**src/sv/tfd_pkg.sv**
```systemverilog
// shared types and constants of the telemetry frame deframer
package tfd_pkg;

  localparam int unsigned FRAME_BYTES = 36;
  localparam int unsigned POS_W       = $clog2(FRAME_BYTES);
  localparam int unsigned FIELD_COUNT = 18;
  localparam int unsigned WORD_FIELDS = 11;

  localparam logic [7:0] FLAG_FIRST  = 8'hAA;
  localparam logic [7:0] FLAG_SECOND = 8'h55;
  localparam logic [7:0] END_MARK    = 8'hCC;

  typedef enum logic [1:0] {
    RK_FIELD   = 2'd0,
    RK_SUM_ERR = 2'd1,
    RK_END_ERR = 2'd2
  } result_kind_t;

  typedef struct packed {
    logic [7:0] rx_byte;
  } in_item_t;

  typedef struct packed {
    logic [1:0]  result_kind;
    logic [4:0]  field_index;
    logic [15:0] field_value;
    logic        last;
  } out_item_t;

endpackage

```
**src/sv/tfd_stream_if.sv**
```systemverilog
// valid/ready channel carrying one payload item per transfer
interface tfd_stream_if #(
  parameter type T = logic
) ();
  logic valid;
  logic ready;
  T     data;

  modport source (output valid, output data, input ready);
  modport sink   (input valid, input data, output ready);
endinterface

```
**src/sv/telemetry_frame_deframer.sv**
```systemverilog
// Telemetry frame deframer: hunts for the 0xAA 0x55 header, collects a
// 36-byte frame into a single-port-read frame store, checks the 8-bit sum of
// bytes 0..33 against byte 34 and the end byte 0xCC, then emits 18 fields.
// While hunting or collecting, one byte is taken per cycle, but the last byte
// of a frame is held off while an older result is pending. A rejected frame
// gives one error result from the output register with no pause. After a good
// frame no byte is taken while the fields are read out of the frame store, one
// byte per read: two for each of the eleven 16-bit fields, one for each of the
// seven byte fields. The frame store needs no clearing after reset.
module telemetry_frame_deframer (
  input  logic         clk,
  input  logic         rst,
  tfd_stream_if.sink   rx,
  tfd_stream_if.source tx
);

  localparam int unsigned PW = tfd_pkg::POS_W;

  typedef enum logic [1:0] {
    H_FIRST   = 2'd0,
    H_SECOND  = 2'd1,
    H_COLLECT = 2'd2
  } hunt_t;

  typedef enum logic [1:0] {
    S_RUN   = 2'd0,
    S_RD_HI = 2'd1,
    S_RD_LO = 2'd2,
    S_LOAD  = 2'd3
  } state_t;

  state_t          state;
  hunt_t           hunt;
  logic [PW-1:0]   pos;
  logic [7:0]      sum;
  logic [7:0]      chk_byte;
  logic [4:0]      fidx;
  logic [7:0]      hi_byte;

  logic            out_valid;
  tfd_pkg::out_item_t out_item;

  // frame store
  logic [7:0]      mem [tfd_pkg::FRAME_BYTES];
  logic            wr_en;
  logic            rd_en;
  logic [PW-1:0]   rd_addr;
  logic [7:0]      rd_data;

  logic [7:0]      b;
  logic            in_xfer;
  logic            out_free;
  logic            frame_end;
  logic            is_word;
  logic [PW-1:0]   hi_addr;
  logic [PW-1:0]   lo_addr;
  logic [PW-1:0]   byte_addr;

  assign b         = rx.data.rx_byte;
  assign out_free  = !out_valid || tx.ready;
  assign frame_end = (hunt == H_COLLECT) && (pos == PW'(tfd_pkg::FRAME_BYTES - 1));
  // hold off the final byte of a frame while an older result still waits
  assign rx.ready  = (state == S_RUN) && !(frame_end && !out_free);
  assign in_xfer   = rx.valid && rx.ready;
  assign wr_en     = in_xfer && (hunt == H_COLLECT);

  assign is_word   = fidx < 5'(tfd_pkg::WORD_FIELDS);
  assign hi_addr   = PW'(5) + PW'({fidx, 1'b0});
  assign lo_addr   = hi_addr + PW'(1);
  assign byte_addr = PW'(16) + PW'(fidx);

  always_comb begin
    rd_en   = 1'b0;
    rd_addr = byte_addr;
    case (state)
      S_RD_HI: begin
        rd_en   = 1'b1;
        rd_addr = is_word ? hi_addr : byte_addr;
      end
      S_RD_LO: begin
        rd_en   = 1'b1;
        rd_addr = lo_addr;
      end
      default: begin
        rd_en   = 1'b0;
        rd_addr = byte_addr;
      end
    endcase
  end

  always_ff @(posedge clk) begin
    if (wr_en) begin
      mem[pos] <= b;
    end
  end

  always_ff @(posedge clk) begin
    if (rd_en) begin
      rd_data <= mem[rd_addr];
    end
  end

  always_ff @(posedge clk) begin
    if (rst) begin
      state     <= S_RUN;
      hunt      <= H_FIRST;
      pos       <= '0;
      sum       <= '0;
      fidx      <= '0;
      out_valid <= 1'b0;
    end else begin
      if (out_valid && tx.ready) begin
        out_valid <= 1'b0;
      end
      case (state)
        S_RUN: begin
          if (in_xfer) begin
            case (hunt)
              H_SECOND: begin
                if (b == tfd_pkg::FLAG_SECOND) begin
                  hunt <= H_COLLECT;
                  pos  <= PW'(2);
                  sum  <= tfd_pkg::FLAG_FIRST + tfd_pkg::FLAG_SECOND;
                end else if (b != tfd_pkg::FLAG_FIRST) begin
                  hunt <= H_FIRST;
                end
              end
              H_COLLECT: begin
                if (pos < PW'(tfd_pkg::FRAME_BYTES - 2)) begin
                  sum <= sum + b;
                end
                if (pos == PW'(tfd_pkg::FRAME_BYTES - 2)) begin
                  chk_byte <= b;
                end
                pos <= pos + PW'(1);
                if (frame_end) begin
                  hunt <= H_FIRST;
                  pos  <= '0;
                  out_item.field_index <= '0;
                  out_item.field_value <= '0;
                  out_item.last        <= 1'b1;
                  if (sum != chk_byte) begin
                    out_valid            <= 1'b1;
                    out_item.result_kind <= tfd_pkg::RK_SUM_ERR;
                  end else if (b != tfd_pkg::END_MARK) begin
                    out_valid            <= 1'b1;
                    out_item.result_kind <= tfd_pkg::RK_END_ERR;
                  end else begin
                    state <= S_RD_HI;
                    fidx  <= '0;
                  end
                end
              end
              default: begin
                hunt <= (b == tfd_pkg::FLAG_FIRST) ? H_SECOND : H_FIRST;
              end
            endcase
          end
        end
        S_RD_HI: begin
          state <= is_word ? S_RD_LO : S_LOAD;
        end
        S_RD_LO: begin
          hi_byte <= rd_data;
          state   <= S_LOAD;
        end
        S_LOAD: begin
          if (out_free) begin
            out_valid            <= 1'b1;
            out_item.result_kind <= tfd_pkg::RK_FIELD;
            out_item.field_index <= fidx;
            out_item.field_value <= is_word ? {hi_byte, rd_data} : {8'h00, rd_data};
            out_item.last        <= (fidx == 5'(tfd_pkg::FIELD_COUNT - 1));
            fidx                 <= fidx + 5'd1;
            state <= (fidx == 5'(tfd_pkg::FIELD_COUNT - 1)) ? S_RUN : S_RD_HI;
          end
        end
        default: begin
          state <= S_RUN;
        end
      endcase
    end
  end

  assign tx.valid = out_valid;
  assign tx.data  = out_item;

  // no byte is taken while fields are being read out
  a_no_input_in_readout: assert property (@(posedge clk) disable iff (rst)
    (state != S_RUN) |-> !rx.ready)
    else $error("byte accepted during field readout");

  a_error_is_last: assert property (@(posedge clk) disable iff (rst)
    (tx.valid && (tx.data.result_kind != tfd_pkg::RK_FIELD)) |-> tx.data.last)
    else $error("error result not marked last");

  a_last_field_index: assert property (@(posedge clk) disable iff (rst)
    (tx.valid && (tx.data.result_kind == tfd_pkg::RK_FIELD) && tx.data.last)
      |-> (tx.data.field_index == 5'(tfd_pkg::FIELD_COUNT - 1)))
    else $error("last marked on wrong field");

  a_pos_in_frame: assert property (@(posedge clk) disable iff (rst)
    pos < PW'(tfd_pkg::FRAME_BYTES))
    else $error("byte position beyond frame");

  a_readout_starts_clean: assert property (@(posedge clk) disable iff (rst)
    ($past(state) == S_RUN && state == S_RD_HI) |-> (fidx == 5'd0 && hunt == H_FIRST))
    else $error("readout started in wrong state");

endmodule

```
**src/flat_wrapper.sv**
```systemverilog
// flat-port wrapper written by rule: the top's interface ports become plain ports
module telemetry_frame_deframer_flat import tfd_pkg::*;
  (clk, rst, rx_valid, rx_data, rx_ready, tx_valid, tx_data, tx_ready);
  tfd_stream_if #(.T(in_item_t)) rx_i ();
  tfd_stream_if #(.T(out_item_t)) tx_i ();
  input  logic clk;
  input  logic rst;
  input wire logic [$bits(rx_i.valid)-1:0] rx_valid;
  input wire logic [$bits(rx_i.data)-1:0] rx_data;
  output wire logic [$bits(rx_i.ready)-1:0] rx_ready;
  output wire logic [$bits(tx_i.valid)-1:0] tx_valid;
  output wire logic [$bits(tx_i.data)-1:0] tx_data;
  input wire logic [$bits(tx_i.ready)-1:0] tx_ready;
  assign rx_i.valid = rx_valid;
  assign rx_i.data = rx_data;
  assign rx_ready = rx_i.ready;
  assign tx_valid = tx_i.valid;
  assign tx_data = tx_i.data;
  assign tx_i.ready = tx_ready;
  telemetry_frame_deframer u_core (.clk(clk), .rst(rst), .rx(rx_i), .tx(tx_i));
endmodule
```
**config.mk**
```make
export PLATFORM = sky130hd
export DESIGN_NAME = telemetry_frame_deframer_flat
export DESIGN_NICKNAME = d
export VERILOG_FILES = /design/src/sv/tfd_pkg.sv /design/src/sv/tfd_stream_if.sv /design/src/sv/telemetry_frame_deframer.sv /design/src/flat_wrapper.sv
export SDC_FILE = /design/constraint.sdc
export NUM_CORES = 1
export LEC_CHECK = 0
export BUFFER_PORTS_ARGS = -buffer_cell sky130_fd_sc_hd__buf_2
export CAP_MARGIN = 20
export CORE_ASPECT_RATIO = 1.25
export CORE_MARGIN = 4
export CORE_UTILIZATION = 40
export CTS_BUF_LIST = sky130_fd_sc_hd__clkbuf_4 sky130_fd_sc_hd__clkbuf_8 sky130_fd_sc_hd__clkbuf_16
export CTS_CLUSTER_DIAMETER = 120
export DETAILED_ROUTE_END_ITERATION = 7
export GPL_ROUTABILITY_DRIVEN = 1
export HOLD_SLACK_MARGIN = 0.02
export SLEW_MARGIN = 20
export SYNTH_ARGS = -nofsm -noshare
export SYNTH_HDL_FRONTEND = slang
export SYNTH_SLANG_ARGS = --single-unit
```
**constraint.sdc**
```tcl
create_clock -name clk -period 3.7 [get_ports clk]
set_input_delay 0.555 -clock clk [delete_from_list [all_inputs] [get_ports clk]]
set_output_delay 0.555 -clock clk [all_outputs]
set_load 0.01 [all_outputs]
```
==> flow_summary.json, run 1 <==
{
  "outcome": "finished clean",
  "startpoint_type": "register",
  "postRouteAntennaNets": 0,
  "place_ws_ps": 236,
  "ctsLongestPathBuffers": 3,
  "pwr_density_cell_mw_per_mm2": 456,
  "drt-pass1-iter-count": 5,
  "num_rows": 80,
  "n_antenna_cell": 0,
  "design.core.area_mm2": 0.0384,
  "final_core_util_pct": 46.8,
  "synth_top_area_share_pct": 64.3,
  "tns_ps": 0,
  "fin_nets": 1349,
  "vdd_drop_max_uv": 255,
  "fin_cells": 1830,
  "arrival_ps": 3770,
  "synthTopCellsByArea": "edfxtp_1, nand2_1, dfxtp_1",
  "clkSinkCount": 360,
  "hpwl_um": 28300,
  "wl_met1_um": 17400,
  "met3_length_um": 2160,
  "cts-root-buf": "clkbuf_16",
  "die_w_um": 185,
  "rsz0062_at_grt": "no",
  "track_usage_pct": 19.8,
  "nFillCells": 3451,
  "clkTransAtPathRegs_ps": 60,
  "finalInstanceArea_mm2": 0.0180,
  "routedWlPerCell_um": 23.2,
  "final-setup-viol-count": 0,
  "syn_nets": 1273,
  "min_period_ps": 3520,
  "tightest_slew_ps": 888,
  "synth_cell_types": 73,
  "syn_inst": 1239,
  "hold_viol_final": 0,
  "yosys_warnings": 0,
  "grt-ovfl-total": 0,
  "cts_hold_buf": 0,
  "async_flop_share_pct": 0,
  "dp_cells": 1769,
  "grt_pass1_vias": 10400,
  "worstHoldPathType": "primary input to register",
  "grt_first_pass_wirelength_um": 63800,
  "postPlaceCellArea_mm2": 0.0168,
  "grt_max_degree": 78,
  "fmax_ghz": 0.284,
  "wirelength_um": 42400,
  "maxSlewHeadroom_pct": 40.6,
  "final_common_cell": "edfxtp_1",
  "synth_seq_cells": 360,
  "io_pins": 38,
  "drt_iter0_drc": 971,
  "maxSlewViolCount": 0,
  "initial_utilization_pct": 40.8,
  "synth_edf_count": 336,
  "drv_cap": 0,
  "power_leakage_nw": 6.11,
  "period_share_pct": 95.2,
  "route.detailed.drc": 0,
  "cp-end-kind": "register",
  "clock_latency_ps": 530,
  "routed.top_layer": "met4",
  "met2WireLength_um": 21400,
  "synth_ff_type": "edfxtp_1",
  "final_cell_mix": "edfxtp_1, nand2_1, nor2_1, buf_4, a21oi_1",
  "vias": 10400,
  "antenna_found_initial": 0,
  "worst-path-max-fanout": 22,
  "postCtsSetupRepairBufs": 0,
  "yosysSeqAreaShare_pct": 67.3,
  "crit_type": "register to register",
  "routabilityCongestion": 0.930,
  "cts_tree": "built",
  "cts_made_buffers": 36,
  "drive_above_1_share_pct": 13.5,
  "critPathRequiredTime_ps": 3950,
  "dieArea_mm2": 0.0425,
  "die_h_um": 229,
  "io_buffers": 37,
  "area_delta_synth_final_pct": 14.6,
  "viasPerCell": 5.71,
  "fin_skew_ps": 17.9,
  "cts_resized": 0,
  "h-tree-depth": 2,
  "synth.cell_area_mm2": 0.0157,
  "setup_ws_ps": 177,
  "yosys.area.top_type": "edfxtp_1",
  "syn_avg_cell_area_um2": 12.7
}
## critical path, stage by stage (launching register included)
cell and delay (ps):
dfxtp_1 380, inv_1 110, ha_1 350, buf_4 190, nand4b_1 100, o22ai_1 170
a21oi_4 610, buf_4 250, and3_1 150, a311oi_1 60, o41ai_1 560, buf_4 210
o211ai_1 80
## final cells by class
| cell class | count | area (um^2) | area share (%) |
|---|---|---|---|
| multi-input cells | 785 | 4740 | 26.4 |
| well taps | 492 | 616 | 3.42 |
| clock inverters | 17 | 175 | 0.974 |
| repair buffers | 109 | 788 | 4.38 |
| clock buffers | 44 | 1000 | 5.57 |
| inverters | 23 | 86.3 | 0.480 |
| flip-flops and latches | 360 | 10600 | 58.8 |
## per-layer routing
metal / global-route usage, % / up-vias
met5: 0 / -
met4: 7.14 / 0
met3: 2.60 / 82
met2: 33.8 / 343
met1: 25.7 / 5230
li1: - / 4792
## logic make-up (layout without fill, tap and decap cells)
| logic type | count (synthesis) | count (layout) | share of synthesized area, % |
|---|---|---|---|
| buffers and inverters | 94 | 193 | 2.76 |
| XOR/XNOR | 21 | 21 | 1.17 |
| adder cells (fa/ha/maj) | 22 | 22 | 1.80 |
| AND/OR/NAND/NOR | 476 | 476 | 13.6 |
| AO/OA/AOI/OAI | 220 | 220 | 10.4 |
| multiplexers | 46 | 46 | 2.93 |
| flip-flops | 360 | 360 | 67.3 |
## registers in the layout (all words and copies together) (netlist names)
name,cells
u_core.mem,288
u_core.tx.data,24
u_core.chk_byte,8
u_core.hi_byte,8
u_core.rd_data,8
u_core.sum,8
u_core.pos,6
u_core.fidx,5
u_core.hunt,2
u_core.state,2
u_core.tx.valid,1
## through the flow
step           hold WS, ps  total power [mW]
3_5_place_dp           469              4.63
3_3_place_gp           462              4.63
6_report               398              8.20
5_1_grt                386              8.42
2_1_floorplan          418              4.54
4_1_cts                374              8.25
## cells in the mapped netlist (6+ instances only)
cell      count
a211oi_1     16
a21o_1        8
a21oi_1      49
a221oi_1     18
a311oi_1     31
a31oi_1       6
and2_1       11
and3_1       30
buf_2        34
buf_4         6
clkbuf_1     24
dfxtp_1      24
edfxtp_1    336
ha_1         21
inv_1        23
mux2i_1      46
nand2_1     253
nand3_1      36
nand4_1       8
nor2_1       81
nor2b_1       9
nor3_1       13
nor3b_1       8
o211ai_1      6
o21ai_0      25
or3_1         6
xnor2_1       7
xor2_1       14
## where the power goes
part           switching [mW]  internal, mW
clock network            1.52          2.14
registers           0.0000957          4.44
logic                  0.0876        0.0172
total                    1.61          6.59
## worst paths after layout
kind | startpoint | to | slack (ps) | cells past startpoint
min reg2reg | u_core.hunt[1]$_SDFFE_PP0P_ | u_core.hunt[1]$_SDFFE_PP0P_ | 480 | 2
max | u_core.state[0]$_SDFFE_PP0P_ | u_core.rd_data[1]$_DFFE_PN_ | 180 | 12
max reg2reg | u_core.state[0]$_SDFFE_PP0P_ | u_core.rd_data[1]$_DFFE_PN_ | 180 | 12
min | rx_data[6] | u_core.chk_byte[6]$_DFFE_PP_ | 400 | 1
(Power assumes the default switching activity.)
==> run 2, diff against run 1 <==
- ABC_AREA: default -> 1
==> run 2 against run 1 <==
Compared with the run above: clock skew decreased by 0.90 ps; largest cell class unchanged; setup slack improved by 590 ps; critical path type unchanged; largest power group unchanged; fmax increased by 20%; cell area increased by 3.6%; global-route usage decreased by 1.8 points; highest routed layer unchanged; first-iteration DRC count decreased by 4.6%.
==> flow_summary.json, run 2 <==
{
  "drt_iter0_drc": 926,
  "slowest_stage": "buf_4",
  "path_cells": "inv_1, ha_1, buf_4, nand3_1, nand2_4, buf_4, nand3b_1, nand2_1, nand3_1, nand3_1, nand3_1, nand3_1, nand2_1, nand2_1, nand2_1",
  "design.core.area_mm2": 0.0404,
  "finalInstanceArea_mm2": 0.0186,
  "vias": 11700,
  "p_int_mw": 6.91,
  "fin_skew_ps": 17.0,
  "routabilityCongestion": 0.868,
  "rsz0062_at_grt": "no",
  "synthTopCellsByArea": "edfxtp_1, nand2_1, nand3_1",
  "hold_viol_final": 0,
  "synth.cell_area_mm2": 0.0165,
  "route.detailed.drc": 0,
  "routedWlPerCell_um": 18.3,
  "reg2reg_to": "u_core.rd_data[6]$_DFFE_PN_",
  "hold-worst-slack_ps": 362,
  "synth_seq_cells": 360,
  "tightest_slew_ps": 971,
  "yosysSeqAreaShare_pct": 64.2,
  "hpwl_um": 24800,
  "synth_top_area_share_pct": 61.3,
  "drv_cap": 0,
  "largest_reg_flops": 288,
  "area_delta_synth_final_pct": 13.1,
  "multi_input_area_mm2": 0.00499,
  "antenna_found_initial": 0,
  "syn_avg_cell_area_um2": 10.2,
  "die_h_um": 235,
  "grt_max_degree": 108,
  "total_power_mw": 8.52,
  "setup_ws_ps": 772,
  "cts-root-buf": "clkbuf_16",
  "final-setup-viol-count": 0,
  "maxSlewViolCount": 0,
  "netlist_top_cells_count": "nand2_1, edfxtp_1, nand3_1",
  "grt-ovfl-total": 0,
  "syn_nets": 1643,
  "synth.most_common_cell": "nand2_1",
  "outcome": "finished clean",
  "wirelength_um": 40700,
  "io_buffers": 37,
  "place_ws_ps": 813,
  "die_w_um": 189,
  "final_core_util_pct": 46.1,
  "grt_pass1_vias": 11400,
  "yosys_warnings": 0,
  "postCtsSetupRepairBufs": 0,
  "final_common_cell": "nand2_1",
  "startpoint_type": "register",
  "fin_cells": 2222,
  "num_rows": 82,
  "postRouteAntennaNets": 0,
  "pwr_density_cell_mw_per_mm2": 457,
  "switching_power_mw": 1.61,
  "swShare_pct": 18.9,
  "synth_cell_types": 34,
  "track_usage_pct": 17.9,
  "clkTransAtPathRegs_ps": 60,
  "vdd_drop_max_uv": 435,
  "holdPathStages": 1,
  "worstHoldStart": "rx_data[0]",
  "min_period_ps": 2930,
  "cp_slowest_stage_delay_ps": 410,
  "worstHoldPathType": "primary input to register",
  "cts_resized": 0,
  "nFillCells": 3782,
  "critPathRequiredTime_ps": 3980,
  "tns_ps": 0,
  "dp_cells": 2155,
  "period_share_pct": 79.1,
  "h-tree-depth": 2,
  "regMostFlops": "u_core.mem",
  "crit_path_frequent_cell": "nand3_1",
  "drive_above_1_share_pct": 10.9,
  "p_clk_share_pct": 46.7,
  "r2r_setup_slack_ps": 770,
  "postPlaceCellArea_mm2": 0.0173,
  "seqCellArea_mm2": 0.0106,
  "final_cell_mix": "nand2_1, edfxtp_1, nand3_1, inv_1, nor2_1",
  "clock_latency_ps": 530,
  "ctsLongestPathBuffers": 3,
  "syn_inst": 1609,
  "grt_first_pass_wirelength_um": 63600,
  "synth_edf_count": 336,
  "n_antenna_cell": 0,
  "power_leakage_nw": 7.43,
  "async_flop_share_pct": 0,
  "maxSlewHeadroom_pct": 35.3,
  "cp-end-kind": "register",
  "reg2regPathDepth": 15,
  "r2r-start": "u_core.state[0]$_SDFFE_PP0P_",
  "power_frac_seq_pct": 52.1,
  "fin_nets": 1683,
  "crit_type": "register to register",
  "arrival_ps": 3210,
  "initial_utilization_pct": 40.7,
  "synth_ff_type": "edfxtp_1",
  "drt-pass1-iter-count": 5,
  "io_pins": 38,
  "min_to": "u_core.chk_byte[0]$_DFFE_PP_",
  "yosys.area.top_type": "edfxtp_1",
  "cts_tree": "built",
  "clkSinkCount": 360,
  "dieArea_mm2": 0.0445,
  "power_frac_comb_pct": 1.2,
  "cts_hold_buf": 0,
  "viasPerCell": 5.24,
  "fmax_ghz": 0.341,
  "cts_made_buffers": 38,
  "worst-path-max-fanout": 39
}
[run 2: cell families (layout without fill, tap and decap cells)]
group                      Yosys count  count (layout)  share of synthesized area (%)
and+or+nand+nor                    943             943                           24.8
AOI/OAI and AO/OA                   62              62                           2.10
adders and majority gates           22              22                           1.72
buffers and inverters              195             262                           5.66
muxes                                8               8                          0.547
xor gates and xnor gates            19              19                           1.01
DFF                                360             360                           64.2
[run 2: power by group through the flow]
stage	Clock, mW	Combinational, mW	Sequential (mW)
global placement	0	0.101	4.52
global route	4.22	0.112	4.43
floorplan	0	0.0183	4.52
finish	3.98	0.102	4.44
CTS	4.05	0.104	4.44
detailed placement	0	0.104	4.52
[run 2: critical path: cells and delay by family, from the launching register on]
kind,cells,cell delay [ps]
fa+ha+maj,1,380
buf+inv,3,780
flops,1,350
simple gates,11,1130
[run 2: worst max path at each step]
| stage | cells after the start | startpoint | slack [ps] | to |
|---|---|---|---|---|
| finish | 15 | u_core.state[0]$_SDFFE_PP0P_ | 770 | u_core.rd_data[6]$_DFFE_PN_ |
| global route | 14 | u_core.fidx[2]$_SDFFE_PP0P_ | 530 | u_core.rd_data[5]$_DFFE_PN_ |
| CTS | 15 | u_core.state[0]$_SDFFE_PP0P_ | 790 | u_core.rd_data[6]$_DFFE_PN_ |
| detailed placement | 15 | u_core.state[0]$_SDFFE_PP0P_ | 810 | u_core.rd_data[6]$_DFFE_PN_ |
| global placement | 15 | u_core.state[0]$_SDFFE_PP0P_ | 870 | u_core.rd_data[6]$_DFFE_PN_ |
| floorplan | 9 | u_core.hunt[0]$_SDFFE_PP0P_ | 890 | u_core.tx.data[0]$_SDFFCE_PN1P_ |
[run 2: routing by layer]
| layer | global-route usage, % | vias to the layer above | wire length (um) |
|---|---|---|---|
| li1 | - | 5538 | - |
| met5 | 0 | - | 0 |
| met3 | 2.79 | 76 | 2340 |
| met1 | 23.2 | 5656 | 17000 |
| met4 | 6.25 | 0 | 1310 |
| met2 | 30.7 | 382 | 20100 |
[run 2: layout make-up]
| cell class | instances | share of cell area [%] |
|---|---|---|
| flip-flops and latches | 360 | 56.7 |
| multi-input cells | 1054 | 26.8 |
| clock buffers | 46 | 5.71 |
| well taps | 546 | 3.67 |
| repair buffers | 88 | 3.59 |
| inverters | 107 | 2.16 |
| clock inverters | 21 | 1.34 |
